==> src/sv/pas_pkg.sv <==
`timescale 1ns / 1ps
`default_nettype none
// ----------------------------------------------------------------------------
// Polygon area statistics package
// Shared widths, codes, word types and controller command and status types.
// ----------------------------------------------------------------------------
package pas_pkg;

    localparam int COORD_BITS   = 16;
    localparam int PROD_W       = 2 * COORD_BITS;
    localparam int ACC_W        = 44;
    localparam int AREA_W       = 42;
    localparam int SUM_W        = 60;
    localparam int CNT_W        = 17;
    localparam int VCNT_W       = 11;
    localparam int MAX_VERTICES = 1024;
    localparam int MAX_POLYGONS = 65536;
    localparam int NUM_W        = 64;
    localparam int REM_W        = CNT_W + 1;
    localparam int DIV_STEPS    = NUM_W;
    localparam int DIV_CNT_W    = $clog2(DIV_STEPS);
    localparam int MODE_W       = 2;
    localparam int TARGET_W     = 11;
    localparam int STATUS_W     = 2;
    localparam int PADDR_W      = 3;
    localparam int PDATA_W      = 32;
    localparam int BAD_TARGET_MAX = 2;

    // Selection modes.
    localparam logic [MODE_W-1:0] MODE_EVEN  = 2'd0;
    localparam logic [MODE_W-1:0] MODE_ODD   = 2'd1;
    localparam logic [MODE_W-1:0] MODE_EXACT = 2'd2;
    localparam logic [MODE_W-1:0] MODE_ALL   = 2'd3;

    // Register indexes.
    localparam logic REG_SELECT_MODE = 1'b0;
    localparam logic REG_TARGET      = 1'b1;

    localparam logic [MODE_W-1:0]   MODE_RESET   = MODE_ALL;
    localparam logic [TARGET_W-1:0] TARGET_RESET = 11'd3;

    // Result status codes.
    localparam logic [STATUS_W-1:0] STATUS_VALID      = 2'd0;
    localparam logic [STATUS_W-1:0] STATUS_EMPTY      = 2'd1;
    localparam logic [STATUS_W-1:0] STATUS_BAD_TARGET = 2'd2;

    typedef struct packed {
        logic                         action;
        logic signed [COORD_BITS-1:0] x;
        logic signed [COORD_BITS-1:0] y;
        logic                         last_vertex;
    } t_in_word;

    typedef struct packed {
        logic [SUM_W-1:0]    twice_area_sum;
        logic [CNT_W-1:0]    selected_count;
        logic [SUM_W-1:0]    mean_area_tenths;
        logic [AREA_W-1:0]   max_twice_area;
        logic [AREA_W-1:0]   min_twice_area;
        logic [VCNT_W-1:0]   max_vertices;
        logic [VCNT_W-1:0]   min_vertices;
        logic [STATUS_W-1:0] status;
    } t_out_word;

    typedef enum logic [2:0] {
        ST_IDLE,
        ST_VTX_ACC,
        ST_CLS_MUL,
        ST_CLS_ACC,
        ST_CLS_UPD,
        ST_DIV_PREP,
        ST_DIV_RUN,
        ST_OUT
    } t_state;

    typedef struct packed {
        logic vtx_load;
        logic vtx_acc;
        logic cls_mul;
        logic cls_acc;
        logic cls_upd;
        logic div_prep;
        logic div_step;
        logic out_load;
    } t_cmd;

    typedef struct packed {
        logic last;
        logic cnt_zero;
        logic div_last;
        logic out_busy;
    } t_sts;

endpackage
`default_nettype wire

==> src/sv/pas_regs.sv <==
`timescale 1ns / 1ps
`default_nettype none
// ----------------------------------------------------------------------------
// Polygon area statistics configuration registers
// APB-style register file holding the selection mode and the target count.
// ----------------------------------------------------------------------------
module pas_regs (
    input  wire logic                          i_clk,
    input  wire logic                          i_rst_n,
    input  wire logic                          psel,
    input  wire logic                          penable,
    input  wire logic                          pwrite,
    input  wire logic [pas_pkg::PADDR_W-1:0]   paddr,
    input  wire logic [pas_pkg::PDATA_W-1:0]   pwdata,
    output logic      [pas_pkg::PDATA_W-1:0]   prdata,
    output logic                               pready,
    output logic      [pas_pkg::MODE_W-1:0]    o_mode,
    output logic      [pas_pkg::TARGET_W-1:0]  o_target
);
    import pas_pkg::*;

    logic                wr_en;
    logic                reg_idx;
    logic [MODE_W-1:0]   r_mode;
    logic [TARGET_W-1:0] r_target;

    assign pready  = 1'b1;
    assign reg_idx = paddr[2];
    assign wr_en   = psel && penable && pwrite;

    always_ff @(posedge i_clk) begin
        if (!i_rst_n) begin
            r_mode   <= MODE_RESET;
            r_target <= TARGET_RESET;
        end else if (wr_en) begin
            if (reg_idx == REG_SELECT_MODE) begin
                r_mode <= pwdata[MODE_W-1:0];
            end else begin
                r_target <= pwdata[TARGET_W-1:0];
            end
        end
    end

    always_comb begin
        if (reg_idx == REG_SELECT_MODE) begin
            prdata = PDATA_W'(r_mode);
        end else begin
            prdata = PDATA_W'(r_target);
        end
    end

    assign o_mode   = r_mode;
    assign o_target = r_target;

endmodule
`default_nettype wire

==> src/sv/pas_dp.sv <==
`timescale 1ns / 1ps
`default_nettype none
// ----------------------------------------------------------------------------
// Polygon area statistics datapath
// Cross-product multipliers, shoelace accumulator, set statistics, serial
// divider for the mean and the output word register.
// ----------------------------------------------------------------------------
module pas_dp (
    input  wire logic                         i_clk,
    input  wire logic                         i_rst_n,
    input  wire pas_pkg::t_cmd                i_cmd,
    output pas_pkg::t_sts                     o_sts,
    input  wire pas_pkg::t_in_word            i_word,
    input  wire logic [pas_pkg::MODE_W-1:0]   i_mode,
    input  wire logic [pas_pkg::TARGET_W-1:0] i_target,
    output pas_pkg::t_out_word                o_word,
    output logic                              o_valid,
    input  wire logic                         i_stall
);
    import pas_pkg::*;

    // Vertex state.
    logic signed [COORD_BITS-1:0] r_first_x, r_first_y, r_prev_x, r_prev_y;
    logic signed [PROD_W-1:0]     r_pa, r_pb;
    logic signed [ACC_W-1:0]      r_acc;
    logic [VCNT_W-1:0]            r_vcount;
    logic                         r_add;
    logic                         r_last;
    logic [AREA_W-1:0]            r_mag;
    logic [VCNT_W-1:0]            r_n;

    // Set statistics.
    logic [SUM_W-1:0]  r_sum;
    logic [CNT_W-1:0]  r_poly_cnt;
    logic [CNT_W-1:0]  r_pick;
    logic [AREA_W-1:0] r_max_area, r_min_area;
    logic [VCNT_W-1:0] r_max_n, r_min_n;

    // Divider.
    logic [NUM_W-1:0]     r_num;
    logic [REM_W-1:0]     r_rem;
    logic [DIV_CNT_W-1:0] r_div_cnt;

    // Output register.
    t_out_word r_out;
    logic      r_out_valid;

    logic signed [COORD_BITS-1:0] op_by, op_bx;
    logic signed [PROD_W:0]       diff;
    logic signed [ACC_W-1:0]      diff_ext, acc_fin;
    logic [ACC_W-1:0]             mag_full;
    logic                         picked;
    logic [SUM_W:0]               sum_add;
    logic [REM_W:0]               rem_sh, den;
    logic                         rem_ge;
    logic                         bad_target;
    logic                         empty;
    logic [SUM_W-1:0]             mean_sat;

    // The closing cross product pairs the last vertex with the first.
    assign op_by    = i_cmd.cls_mul ? r_first_y : i_word.y;
    assign op_bx    = i_cmd.cls_mul ? r_first_x : i_word.x;
    assign diff     = {r_pa[PROD_W-1], r_pa} - {r_pb[PROD_W-1], r_pb};
    assign diff_ext = {{(ACC_W-PROD_W-1){diff[PROD_W]}}, diff};
    assign acc_fin  = r_acc + diff_ext;
    assign mag_full = acc_fin[ACC_W-1] ? ACC_W'(-acc_fin) : ACC_W'(acc_fin);

    always_comb begin
        case (i_mode)
            MODE_EVEN:  picked = !r_n[0];
            MODE_ODD:   picked = r_n[0];
            MODE_EXACT: picked = (r_n == i_target);
            default:    picked = 1'b1;
        endcase
    end

    assign sum_add = {1'b0, r_sum} + (SUM_W+1)'(r_mag);

    assign rem_sh = {r_rem, r_num[NUM_W-1]};
    assign den    = {1'b0, r_pick, 1'b0};
    assign rem_ge = (rem_sh >= den);

    assign bad_target = (i_mode == MODE_EXACT) && (i_target <= TARGET_W'(BAD_TARGET_MAX));
    assign empty      = (r_poly_cnt == '0);
    assign mean_sat   = (r_num[NUM_W-1:SUM_W] != '0) ? '1 : r_num[SUM_W-1:0];

    always_ff @(posedge i_clk) begin
        if (i_cmd.vtx_load || i_cmd.cls_mul) begin
            r_pa <= PROD_W'(r_prev_x * op_by);
            r_pb <= PROD_W'(op_bx * r_prev_y);
        end
        if (i_cmd.cls_acc) begin
            r_mag <= (mag_full[ACC_W-1:AREA_W] != '0) ? '1 : mag_full[AREA_W-1:0];
            r_n   <= r_vcount;
        end
        if (i_cmd.div_prep) begin
            r_num <= {r_sum, 3'b000} + {4'b0000, r_sum} + {r_sum, 1'b0}
                     - {4'b0000, r_sum} + NUM_W'(r_pick);
        end else if (i_cmd.div_step) begin
            r_num <= {r_num[NUM_W-2:0], rem_ge};
        end
        if (i_cmd.out_load) begin
            r_out.twice_area_sum   <= bad_target ? '0 : r_sum;
            r_out.selected_count   <= bad_target ? '0 : r_pick;
            r_out.mean_area_tenths <= (bad_target || r_pick == '0) ? '0 : mean_sat;
            r_out.max_twice_area   <= empty ? '0 : r_max_area;
            r_out.min_twice_area   <= empty ? '0 : r_min_area;
            r_out.max_vertices     <= empty ? '0 : r_max_n;
            r_out.min_vertices     <= empty ? '0 : r_min_n;
            r_out.status           <= bad_target ? STATUS_BAD_TARGET :
                                      (empty ? STATUS_EMPTY : STATUS_VALID);
        end
    end

    always_ff @(posedge i_clk) begin
        if (!i_rst_n || i_cmd.out_load) begin
            r_first_x  <= '0;
            r_first_y  <= '0;
            r_prev_x   <= '0;
            r_prev_y   <= '0;
            r_acc      <= '0;
            r_vcount   <= '0;
            r_add      <= 1'b0;
            r_last     <= 1'b0;
            r_sum      <= '0;
            r_poly_cnt <= '0;
            r_pick     <= '0;
            r_max_area <= '0;
            r_min_area <= '1;
            r_max_n    <= '0;
            r_min_n    <= '1;
            r_rem      <= '0;
            r_div_cnt  <= '0;
        end else begin
            if (i_cmd.vtx_load) begin
                r_last <= i_word.last_vertex;
                r_add  <= (r_vcount != '0) && (r_vcount < VCNT_W'(MAX_VERTICES));
                if (r_vcount < VCNT_W'(MAX_VERTICES)) begin
                    if (r_vcount == '0) begin
                        r_first_x <= i_word.x;
                        r_first_y <= i_word.y;
                        r_acc     <= '0;
                    end
                    r_prev_x <= i_word.x;
                    r_prev_y <= i_word.y;
                    r_vcount <= r_vcount + 1'b1;
                end
            end
            if (i_cmd.vtx_acc && r_add) begin
                r_acc <= acc_fin;
            end
            if (i_cmd.cls_acc) begin
                r_acc    <= '0;
                r_vcount <= '0;
            end
            if (i_cmd.cls_upd && (r_poly_cnt < CNT_W'(MAX_POLYGONS))) begin
                r_poly_cnt <= r_poly_cnt + 1'b1;
                if (r_mag > r_max_area) r_max_area <= r_mag;
                if (r_mag < r_min_area) r_min_area <= r_mag;
                if (r_n > r_max_n) r_max_n <= r_n;
                if (r_n < r_min_n) r_min_n <= r_n;
                if (picked) begin
                    r_pick <= r_pick + 1'b1;
                    r_sum  <= sum_add[SUM_W] ? '1 : sum_add[SUM_W-1:0];
                end
            end
            if (i_cmd.div_prep) begin
                r_rem     <= '0;
                r_div_cnt <= '0;
            end else if (i_cmd.div_step) begin
                r_rem     <= rem_ge ? REM_W'(rem_sh - den) : rem_sh[REM_W-1:0];
                r_div_cnt <= r_div_cnt + 1'b1;
            end
        end
    end

    always_ff @(posedge i_clk) begin
        if (!i_rst_n) begin
            r_out_valid <= 1'b0;
        end else if (i_cmd.out_load) begin
            r_out_valid <= 1'b1;
        end else if (!i_stall) begin
            r_out_valid <= 1'b0;
        end
    end

    assign o_word  = r_out;
    assign o_valid = r_out_valid;

    assign o_sts.last     = r_last;
    assign o_sts.cnt_zero = (r_pick == '0);
    assign o_sts.div_last = (r_div_cnt == DIV_CNT_W'(DIV_STEPS - 1));
    assign o_sts.out_busy = r_out_valid && i_stall;

    a_load_shows: assert property (@(posedge i_clk) disable iff (!i_rst_n)
        i_cmd.out_load |=> o_valid)
        else $error("result word not presented after load");

    a_div_nonzero: assert property (@(posedge i_clk) disable iff (!i_rst_n)
        i_cmd.div_step |-> (r_pick != '0))
        else $error("divider stepping with a zero divisor");

    a_vcount_cap: assert property (@(posedge i_clk) disable iff (!i_rst_n)
        r_vcount <= VCNT_W'(MAX_VERTICES))
        else $error("vertex counter past its limit");

endmodule
`default_nettype wire

==> src/sv/pas_ctrl.sv <==
`timescale 1ns / 1ps
`default_nettype none
// ----------------------------------------------------------------------------
// Polygon area statistics controller
// Sequences vertex accumulation, polygon closing and the end-of-set division.
// ----------------------------------------------------------------------------
module pas_ctrl (
    input  wire logic          i_clk,
    input  wire logic          i_rst_n,
    input  wire logic          i_valid,
    input  wire logic          i_action,
    output logic               o_stall,
    output pas_pkg::t_cmd      o_cmd,
    input  wire pas_pkg::t_sts i_sts
);
    import pas_pkg::*;

    t_state r_state, n_state;

    always_ff @(posedge i_clk) begin
        if (!i_rst_n) begin
            r_state <= ST_IDLE;
        end else begin
            r_state <= n_state;
        end
    end

    always_comb begin
        n_state = r_state;
        o_cmd   = '0;
        o_stall = 1'b1;
        case (r_state)
            ST_IDLE: begin
                o_stall = 1'b0;
                if (i_valid) begin
                    if (i_action) begin
                        n_state = ST_DIV_PREP;
                    end else begin
                        o_cmd.vtx_load = 1'b1;
                        n_state        = ST_VTX_ACC;
                    end
                end
            end
            ST_VTX_ACC: begin
                o_cmd.vtx_acc = 1'b1;
                n_state       = i_sts.last ? ST_CLS_MUL : ST_IDLE;
            end
            ST_CLS_MUL: begin
                o_cmd.cls_mul = 1'b1;
                n_state       = ST_CLS_ACC;
            end
            ST_CLS_ACC: begin
                o_cmd.cls_acc = 1'b1;
                n_state       = ST_CLS_UPD;
            end
            ST_CLS_UPD: begin
                o_cmd.cls_upd = 1'b1;
                n_state       = ST_IDLE;
            end
            ST_DIV_PREP: begin
                o_cmd.div_prep = 1'b1;
                n_state        = i_sts.cnt_zero ? ST_OUT : ST_DIV_RUN;
            end
            ST_DIV_RUN: begin
                o_cmd.div_step = 1'b1;
                if (i_sts.div_last) begin
                    n_state = ST_OUT;
                end
            end
            ST_OUT: begin
                if (!i_sts.out_busy) begin
                    o_cmd.out_load = 1'b1;
                    n_state        = ST_IDLE;
                end
            end
            default: begin
                n_state = ST_IDLE;
            end
        endcase
    end

    a_accept_leaves_idle: assert property (@(posedge i_clk) disable iff (!i_rst_n)
        (r_state == ST_IDLE && i_valid) |=> (r_state != ST_IDLE))
        else $error("accepted word did not start a sequence");

    a_load_when_free: assert property (@(posedge i_clk) disable iff (!i_rst_n)
        o_cmd.out_load |-> !i_sts.out_busy)
        else $error("result loaded over an unread word");

    a_div_to_out: assert property (@(posedge i_clk) disable iff (!i_rst_n)
        (r_state == ST_DIV_RUN && i_sts.div_last) |=> (r_state == ST_OUT))
        else $error("division did not end in the output state");

endmodule
`default_nettype wire

==> src/sv/polygon_area_statistics.sv <==
`timescale 1ns / 1ps
`default_nettype none
// ----------------------------------------------------------------------------
// Polygon area statistics
// Shoelace twice-area per polygon with end-of-set statistics.
// ----------------------------------------------------------------------------
// The block takes one word at a time. A vertex word occupies it while the
// multiplier pair forms the two cross products and then while their difference
// is added into the shoelace accumulator; a vertex word marked last_vertex then
// goes through the closing cross product against the first vertex, the absolute
// value and the statistics update. An end-of-set word goes straight to its
// result when no polygon was selected; otherwise the mean in tenths is formed
// as floor((10*sum + count) / (2*count)) by a restoring divider that retires
// one quotient bit per cycle over a 64-bit numerator. The result word then sits
// in an output register while the block goes on taking vertex words; only a
// second end-of-set word waits, at the end of its division, until the first
// result has been taken. Configuration is written through the APB-style port
// (select_mode at byte address 0, target_vertices at byte address 4); the user
// must write it only while the block is idle, which the block itself does not
// enforce. The selection mode is applied to each polygon as it closes, and the
// target check for a bad exact count is made when the set ends.
// ----------------------------------------------------------------------------
module polygon_area_statistics (
    input  wire logic                          i_clk,
    input  wire logic                          i_rst_n,
    // Vertex and end-of-set words.
    input  wire logic                          i_valid,
    output logic                               o_stall,
    input  wire pas_pkg::t_in_word             i_word,
    // Result words.
    output logic                               o_valid,
    input  wire logic                          i_stall,
    output pas_pkg::t_out_word                 o_word,
    // Configuration port.
    input  wire logic                          psel,
    input  wire logic                          penable,
    input  wire logic                          pwrite,
    input  wire logic [pas_pkg::PADDR_W-1:0]   paddr,
    input  wire logic [pas_pkg::PDATA_W-1:0]   pwdata,
    output logic      [pas_pkg::PDATA_W-1:0]   prdata,
    output logic                               pready
);
    import pas_pkg::*;

    logic [MODE_W-1:0]   mode;
    logic [TARGET_W-1:0] target;
    t_cmd                cmd;
    t_sts                sts;

    // Register file; the mode and target are read by the datapath only when
    // a polygon closes and when a set ends.
    pas_regs u_regs (
        .i_clk    (i_clk),
        .i_rst_n  (i_rst_n),
        .psel     (psel),
        .penable  (penable),
        .pwrite   (pwrite),
        .paddr    (paddr),
        .pwdata   (pwdata),
        .prdata   (prdata),
        .pready   (pready),
        .o_mode   (mode),
        .o_target (target)
    );

    // The controller accepts a word only in its idle state and then walks
    // the datapath through the steps that the word calls for.
    pas_ctrl u_ctrl (
        .i_clk    (i_clk),
        .i_rst_n  (i_rst_n),
        .i_valid  (i_valid),
        .i_action (i_word.action),
        .o_stall  (o_stall),
        .o_cmd    (cmd),
        .i_sts    (sts)
    );

    // The datapath holds all set state, the divider and the result register.
    pas_dp u_dp (
        .i_clk    (i_clk),
        .i_rst_n  (i_rst_n),
        .i_cmd    (cmd),
        .o_sts    (sts),
        .i_word   (i_word),
        .i_mode   (mode),
        .i_target (target),
        .o_word   (o_word),
        .o_valid  (o_valid),
        .i_stall  (i_stall)
    );

endmodule
`default_nettype wire

==> config.mk <==
export PLATFORM = sky130hd
export DESIGN_NAME = polygon_area_statistics
export DESIGN_NICKNAME = d
export VERILOG_FILES = /design/src/sv/pas_pkg.sv /design/src/sv/pas_regs.sv /design/src/sv/pas_dp.sv /design/src/sv/pas_ctrl.sv /design/src/sv/polygon_area_statistics.sv
export SDC_FILE = /design/constraint.sdc
export NUM_CORES = 2
export LEC_CHECK = 0
export ABC_CLOCK_PERIOD_IN_PS = 9900
export BUFFER_PORTS_ARGS = -buffer_cell sky130_fd_sc_hd__buf_2
export CORE_MARGIN = 2
export CORE_UTILIZATION = 60
export CTS_CLUSTER_DIAMETER = 50
export DETAILED_ROUTE_END_ITERATION = 12
export GPL_ROUTABILITY_DRIVEN = 0
export PLACE_DENSITY = 0.76
export SETUP_SLACK_MARGIN = 0.02
export SYNTH_ARGS = -nofsm -noshare
export SYNTH_HDL_FRONTEND = slang
export SYNTH_SLANG_ARGS = --single-unit
export TNS_END_PERCENT = 10
==> constraint.sdc <==
create_clock -name i_clk -period 9.9 [get_ports i_clk]
set_input_delay 0.495 -clock i_clk [delete_from_list [all_inputs] [get_ports i_clk]]
set_output_delay 0.495 -clock i_clk [all_outputs]
set_load 0.02 [all_outputs]
Yosys cells after proc, flatten, opt, wreduce, memory -nomap -nowiden:

Index checks and enable logic that the tools add are counted.

* memory bits (read-only): 0
* register bits: 788
* input bits: 76
* output and inout bits: 280
* bits in latches: 0
* memory bits (writable): 0
* memories kept: 0

* shifts and indexed selects: 0
* multiplexer cells: 36
* bitwise operators: 1
* multipliers: 2
* div/mod/pow operators: 0
* add/subtract/negate cells: 13
* reduce and logical (&&, ||, !) cells: 37
* equal/unequal tests: 15
* order comparisons: 8

Operators with widths (number)
* 44-bit 2-to-1 mux: 5
* 64-bit 2-to-1 mux: 2
* 60-bit 2-to-1 mux: 2
* 63-bit by 60-bit adder with 64-bit output: 1
* 64-bit by 17-bit adder with 64-bit output: 1
* 64-bit by 61-bit adder with 64-bit output: 1
* 16-bit by 16-bit multiplier with 32-bit output: 2
* 64-bit by 60-bit subtractor with 64-bit output: 1
* 60-bit by 42-bit adder with 61-bit output: 1
* 44-bit by 33-bit adder with 44-bit output: 1
* 44-bit negator: 1
* 42-bit greater-than comparator: 1
* 42-bit less-than comparator: 1
* 17-bit by 1-bit adder with 17-bit output, second input constant: 2
* 17-bit logical NOT: 2
* 32-bit by 32-bit subtractor with 33-bit output: 1
* 16-bit 2-to-1 mux: 2
* 3-bit one-hot mux with 8 select lines: 1
* 19-bit by 18-bit greater-or-equal comparator with 1-bit output: 1
* 18-bit 2-to-1 mux: 1
* 18-bit subtractor: 1
* 17-bit less-than comparator, second input constant: 1
* 1-bit 2-to-1 mux: 16
* 2-bit AND reduction: 8
* 31 further kinds: 56

Longest topological paths before layout:

* depth after elaboration: 5
* depth in mapped cells: 32

Cells and area by module:

Synthesis repeated with hierarchy kept, for this count alone.

* cells, all modules: 6979
* area, all modules: 66714.0 µm²

Modules (own cells, without submodules)
* pas_dp: cells an instance 6852, times used 1, area an instance 65600.4 µm², sequential area each 19718.9 µm²
* pas_regs: cells an instance 91, times used 1, area an instance 802.0 µm², sequential area each 260.2 µm²
* pas_ctrl: cells an instance 36, times used 1, area an instance 311.5 µm², sequential area each 60.1 µm²

Worst setup path before layout:

OpenSTA, ideal clock, no wires.

* kind: flip-flop to flip-flop
* from: reg u_ctrl.r_state[1]
* to: reg u_dp.r_pa[31], data pin
* cell stages (with the launch flop): 31
* arrival time: 7948 ps
* buffers on the path: 4
* required time: 9640 ps
* library setup time: 260 ps
* slack: 1692 ps
* cells stage by stage: dfxtp_1 > clkbuf_1 > inv_1 > nor3_1 > clkbuf_1 > mux2_2 > clkbuf_1 > nand2_1 > inv_1 > fa_1 > fa_1 > fa_1 > fa_1 > fa_1 > inv_1 > fa_1 > inv_1 > ha_1 > clkbuf_1 > nand2_1 > nand2b_1 > a21o_1 > a21o_1 > a21o_1 > a21o_1 > a221oi_1 > o21ai_0 > o41a_1 > o21a_1 > nor2_1 > xnor2_1

* word-level cells in the longest chain between the ends: 4

Ends and longest elaborated chain
* start, declared: RTL line pas_ctrl.sv:18 `t_state r_state, n_state;`
* start signal, assigned: RTL line pas_ctrl.sv:24 `r_state <= n_state;`
* 3-bit by 2-bit equality test with 1-bit output: RTL line pas_ctrl.sv:32 `case (r_state)`
* 1-bit 2-to-1 mux: RTL line pas_ctrl.sv:32
* 16-bit 2-to-1 mux: RTL line pas_dp.sv:61 `assign op_by = i_cmd.cls_mul ? r_first_y : i_word.y;`
* 16-bit by 16-bit multiplier with 32-bit output: RTL line pas_dp.sv:89 `r_pa <= PROD_W'(r_prev_x * op_by);`
* end signal, assigned: RTL line pas_dp.sv:89
* end, declared: RTL line pas_dp.sv:24 `logic signed [PROD_W-1:0] r_pa, r_pb;`

No other way between the ends.
A chain may end at the register's enable or synchronous reset.

Worst setup path in the final report:

* from: reg u_ctrl.r_state[0]
* to: reg u_dp.r_pb[30], data pin

* word-level cells in the longest chain between the ends: 4

Ends and longest elaborated chain
* 3-bit by 2-bit equality test with 1-bit output: RTL line pas_ctrl.sv:32
* 1-bit 2-to-1 mux: RTL line pas_ctrl.sv:32
* 16-bit 2-to-1 mux: RTL line pas_dp.sv:62 `assign op_bx = i_cmd.cls_mul ? r_first_x : i_word.x;`
* 16-bit by 16-bit multiplier with 32-bit output: RTL line pas_dp.sv:90 `r_pb <= PROD_W'(op_bx * r_prev_y);`
* end signal, assigned: RTL line pas_dp.sv:90
* end, declared: RTL line pas_dp.sv:24

No other way between the ends.

==> results.toml <==
[outcome]
status = "complete, no violations"

[logic_synthesis]
synth_top_area_cell = "fa_1"
avgSynthCellArea_um2 = 9.41
synth.distinct_cells = 87
synth_top_area_frac = 0.210
ys_ff_latch = 788
syn_area_mm2 = 0.0668
synthTopCellsByArea = "fa_1 (21%), edfxtp_1 (19%), dfxtp_1 (11%)"
synthCells = 7105
ys_async_sr_fraction = 0
ys_seq_area_frac = 0.300
synth-edff-count = 426
synth_ff_type = "edfxtp_1"
yosysWarningCount = 0

[clock_network]
cts-resized-gates = 0
cts_tree = "done"
clk_latency_ps = 710
numCtsBuffers = 101
clkTransAtPathRegs_ps = 60
cts-root-buf = "clkbuf_16"
clock-sinks = 788
cts_htree_levels = 3
cts_buffer_depth = 3

[pwr]
p_total_mw = 27.8
p_leak_nw = 33.7
vdd_drop_max_mv = 0.518
p_per_area_mw_per_mm2 = 380

[critical_path]
worstSetupPathType = "flop to flop"
worst_r2r_path_depth = 27
reg2reg_from = "u_ctrl.r_state[0]$_SDFFE_PN0P_"
start_kind = "flop"
cp.required_ps = 10310
r2r_end = "u_dp.r_pb[30]$_DFFE_PP_"
cp.arrival_ps = 9140
worstPathMaxFanout = 33
worstSetupEndpointType = "flop"
rrSetupSlack_ps = 1170

[die]
pin_count = 356
start_util = 0.605
die_x_um = 338
die_h_um = 338
die_area_mm2 = 0.114
fp.coreArea_mm2 = 0.111
rows = 122

[drt]
wire_per_inst_um = 18.4
antenna_left = 0
drc = 0
drt_first_pass_iters = 6
drt_wl_total_um = 163000
via_per_inst = 5.68
drtIter0Drc = 3570
vias = 50315

[timing]
worst_pin_slew_ps = 1370
fin_skew_ps = 63.2
maxSlewViolCount = 0
slew_headroom = 0.0872
finalCritPeriodShare = 0.881
rsz0062_at_grt = "false"
tns_ps = 0
layout_min_cycle_time_ps = 8730
finalHoldViolCount = 0
setup_viol = 0
max_freq_mhz = 115

[global_route]
grtUsageTotal = 0.290
grt_pass1_vias = 50452
grt_pass1_wl_um = 263000
grt_remaining_overflow = 0
grt_max_degree = 108
antenna_found_initial = 6

[job]
maxCapViolCount = 0

[worst_hold_path]
hold_depth = 3
worst_hold_path.endpoint = "u_regs.o_target[2]$_SDFFE_PN0P_"
hp-class = "input port to flop"
min_from = "pwdata[2]"

[placement]
hpwl_um = 125000
portBuffers = 310

[cells_and_area]
syn_to_final_growth_pct = 9.36
num-fill-cells = 8826
layout-drive-gt1-share = 0.0847
layout.nets = 8551
registers in the layout (all words and copies together), names as in the netlist, 17 cells and up:
name,flops
u_dp.r_max_area,42
u_dp.r_pa,32
u_dp.r_poly_cnt,17
u_dp.r_pb,32
u_dp.r_rem,18
u_dp.r_min_area,42
u_dp.o_word,245
u_dp.r_num,64
u_dp.r_pick,17
u_dp.r_sum,60
u_dp.r_mag,42
u_dp.r_acc,44
logic make-up (layout without fill, tap and decap cells):
kind of cell	Yosys count	count (layout)	share of synthesized area
buffers and inverters	1440	1681	0.0826
flip-flops	788	788	0.300
other	2	23	0.000112
AND/OR/NAND/NOR	2057	2057	0.146
XOR/XNOR	309	309	0.0405
AO/OA/AOI/OAI	1242	1242	0.117
multiplexers	71	71	0.0113
adder cells (fa/ha/maj)	1196	1196	0.303
what timing repair did:
action                                  in CTS  in global routing
hold endpoints to repair                     3                  0
endpoints found under the setup margin       0                  0
setup buffers                                0                  0
hold buffers                                 2                  0
cells in the mapped netlist, drive strengths merged (66+ instances only):
library cell     n
a31oi           71
inv           1134
nor2b          110
fa             702
nand3          126
xor2           125
and2           298
nand2          724
dfxtp          362
nor2           488
o21ai          297
edfxtp         426
a21o           155
ha             494
a21oi          337
o211ai         118
clkbuf         261
nand4           66
xnor2          184
metrics by stage:
| stage | util | hold WS (ps) | cell area [µm²] | instances | worst slack (ps) |
|---|---|---|---|---|---|
| 4_1_cts | 0.661 | 17.6 | 73100 | 8854 | 1230 |
| 3_5_place_dp | 0.629 | 444 | 69500 | 8662 | 1310 |
| 2_1_floorplan | - | 433 | 66900 | 7125 | 1690 |
| 6_report | 0.661 | 54.3 | 73100 | 8855 | 1170 |
| 5_1_grt | 0.661 | 49.7 | 73100 | 8854 | 704 |
| 3_3_place_gp | 0.629 | 438 | 69500 | 8662 | 1400 |
layer usage:
layer	share of wire	global-route usage
met4	0.045	0.122
met3	0.069	0.0458
met2	0.49	0.493
met5	0.00040	0
met1	0.40	0.368
final cells by class:
type	count	area, µm²	area share
Sequential cell	788	20000	0.274
Tap cell	1488	1860	0.0255
Timing Repair Buffer	357	1910	0.0261
Clock buffer	125	2730	0.0374
Multi-Input combinational cell	4897	41500	0.567
Inverter	1134	4260	0.0583
Antenna cell	1	2.50	0.0000342
Clock inverter	65	807	0.0110
how the worst max path moves through the flow:
stage / startpoint / end / slack [ps]
2_1_floorplan: u_ctrl.r_state[1]$_SDFFE_PN0P_ / u_dp.r_pa[31]$_DFFE_PP_ / 1690
3_3_place_gp: u_ctrl.r_state[0]$_SDFFE_PN0P_ / u_dp.r_pb[30]$_DFFE_PP_ / 1400
3_5_place_dp: u_ctrl.r_state[1]$_SDFFE_PN0P_ / u_dp.r_pb[30]$_DFFE_PP_ / 1310
4_1_cts: u_ctrl.r_state[0]$_SDFFE_PN0P_ / u_dp.r_pb[30]$_DFFE_PP_ / 1230
5_1_grt: u_ctrl.r_state[1]$_SDFFE_PN0P_ / u_dp.r_pb[30]$_DFFE_PP_ / 700
6_report: u_ctrl.r_state[0]$_SDFFE_PN0P_ / u_dp.r_pb[30]$_DFFE_PP_ / 1170
placed cells by master, fill, tap and decap left out, types with 22 or more instances in the layout:
master     netlist  routed
edfxtp_1       426     426
clkbuf_16        0     104
ha_1           494     494
conb_1           2      22
fa_1           702     702
buf_2            3     310
nand4_1         66      66
nand3_1        125     125
a31oi_1         71      71
xnor2_1        184     184
a21o_1         155     155
o21a_1          48      48
nand2b_1        38      37
mux2i_1         38      37
and2_1         298     297
and3_1          31      31
nand2_1        724     720
mux2_2          33      33
nor2b_1        110     110
inv_1         1133    1132
a211oi_1        25      24
nor2_1         488     483
o21bai_1        29      29
a21oi_1        335     335
xor2_1         125     124
o211ai_1       117     117
o21ai_0        288     287
buf_4           28      45
nor4_1          24      24
nor3_1          62      61
or3_1           28      28
dfxtp_1        362     362
worst max-delay path: stages, from the launching register on:
cell and delay [ps]:
dfxtp_1 490, nor3_2 240, buf_4 470, mux2_2 540, and2_1 230, fa_1 530
inv_1 50, fa_1 560, fa_1 450, fa_1 500, inv_1 60, fa_1 530
inv_1 50, fa_1 530, inv_1 40, ha_1 350, o21a_1 200, o21ai_0 250
nor2_1 80, o311ai_0 140, nand3_1 210, a41oi_1 430, nor3_1 150, o41ai_1 620
o21ai_0 270, o21a_1 220, nor2_1 110, xnor2_1 80
power breakdown:
group	internal (mW)	switching, mW	leakage, nW	total, mW
logic	7.34	11.5	25.0	18.8
registers	4.54	0.658	6.93	5.19
clock network	2.25	1.55	1.73	3.79
Note: power is estimated with default switching activity, not from simulation.
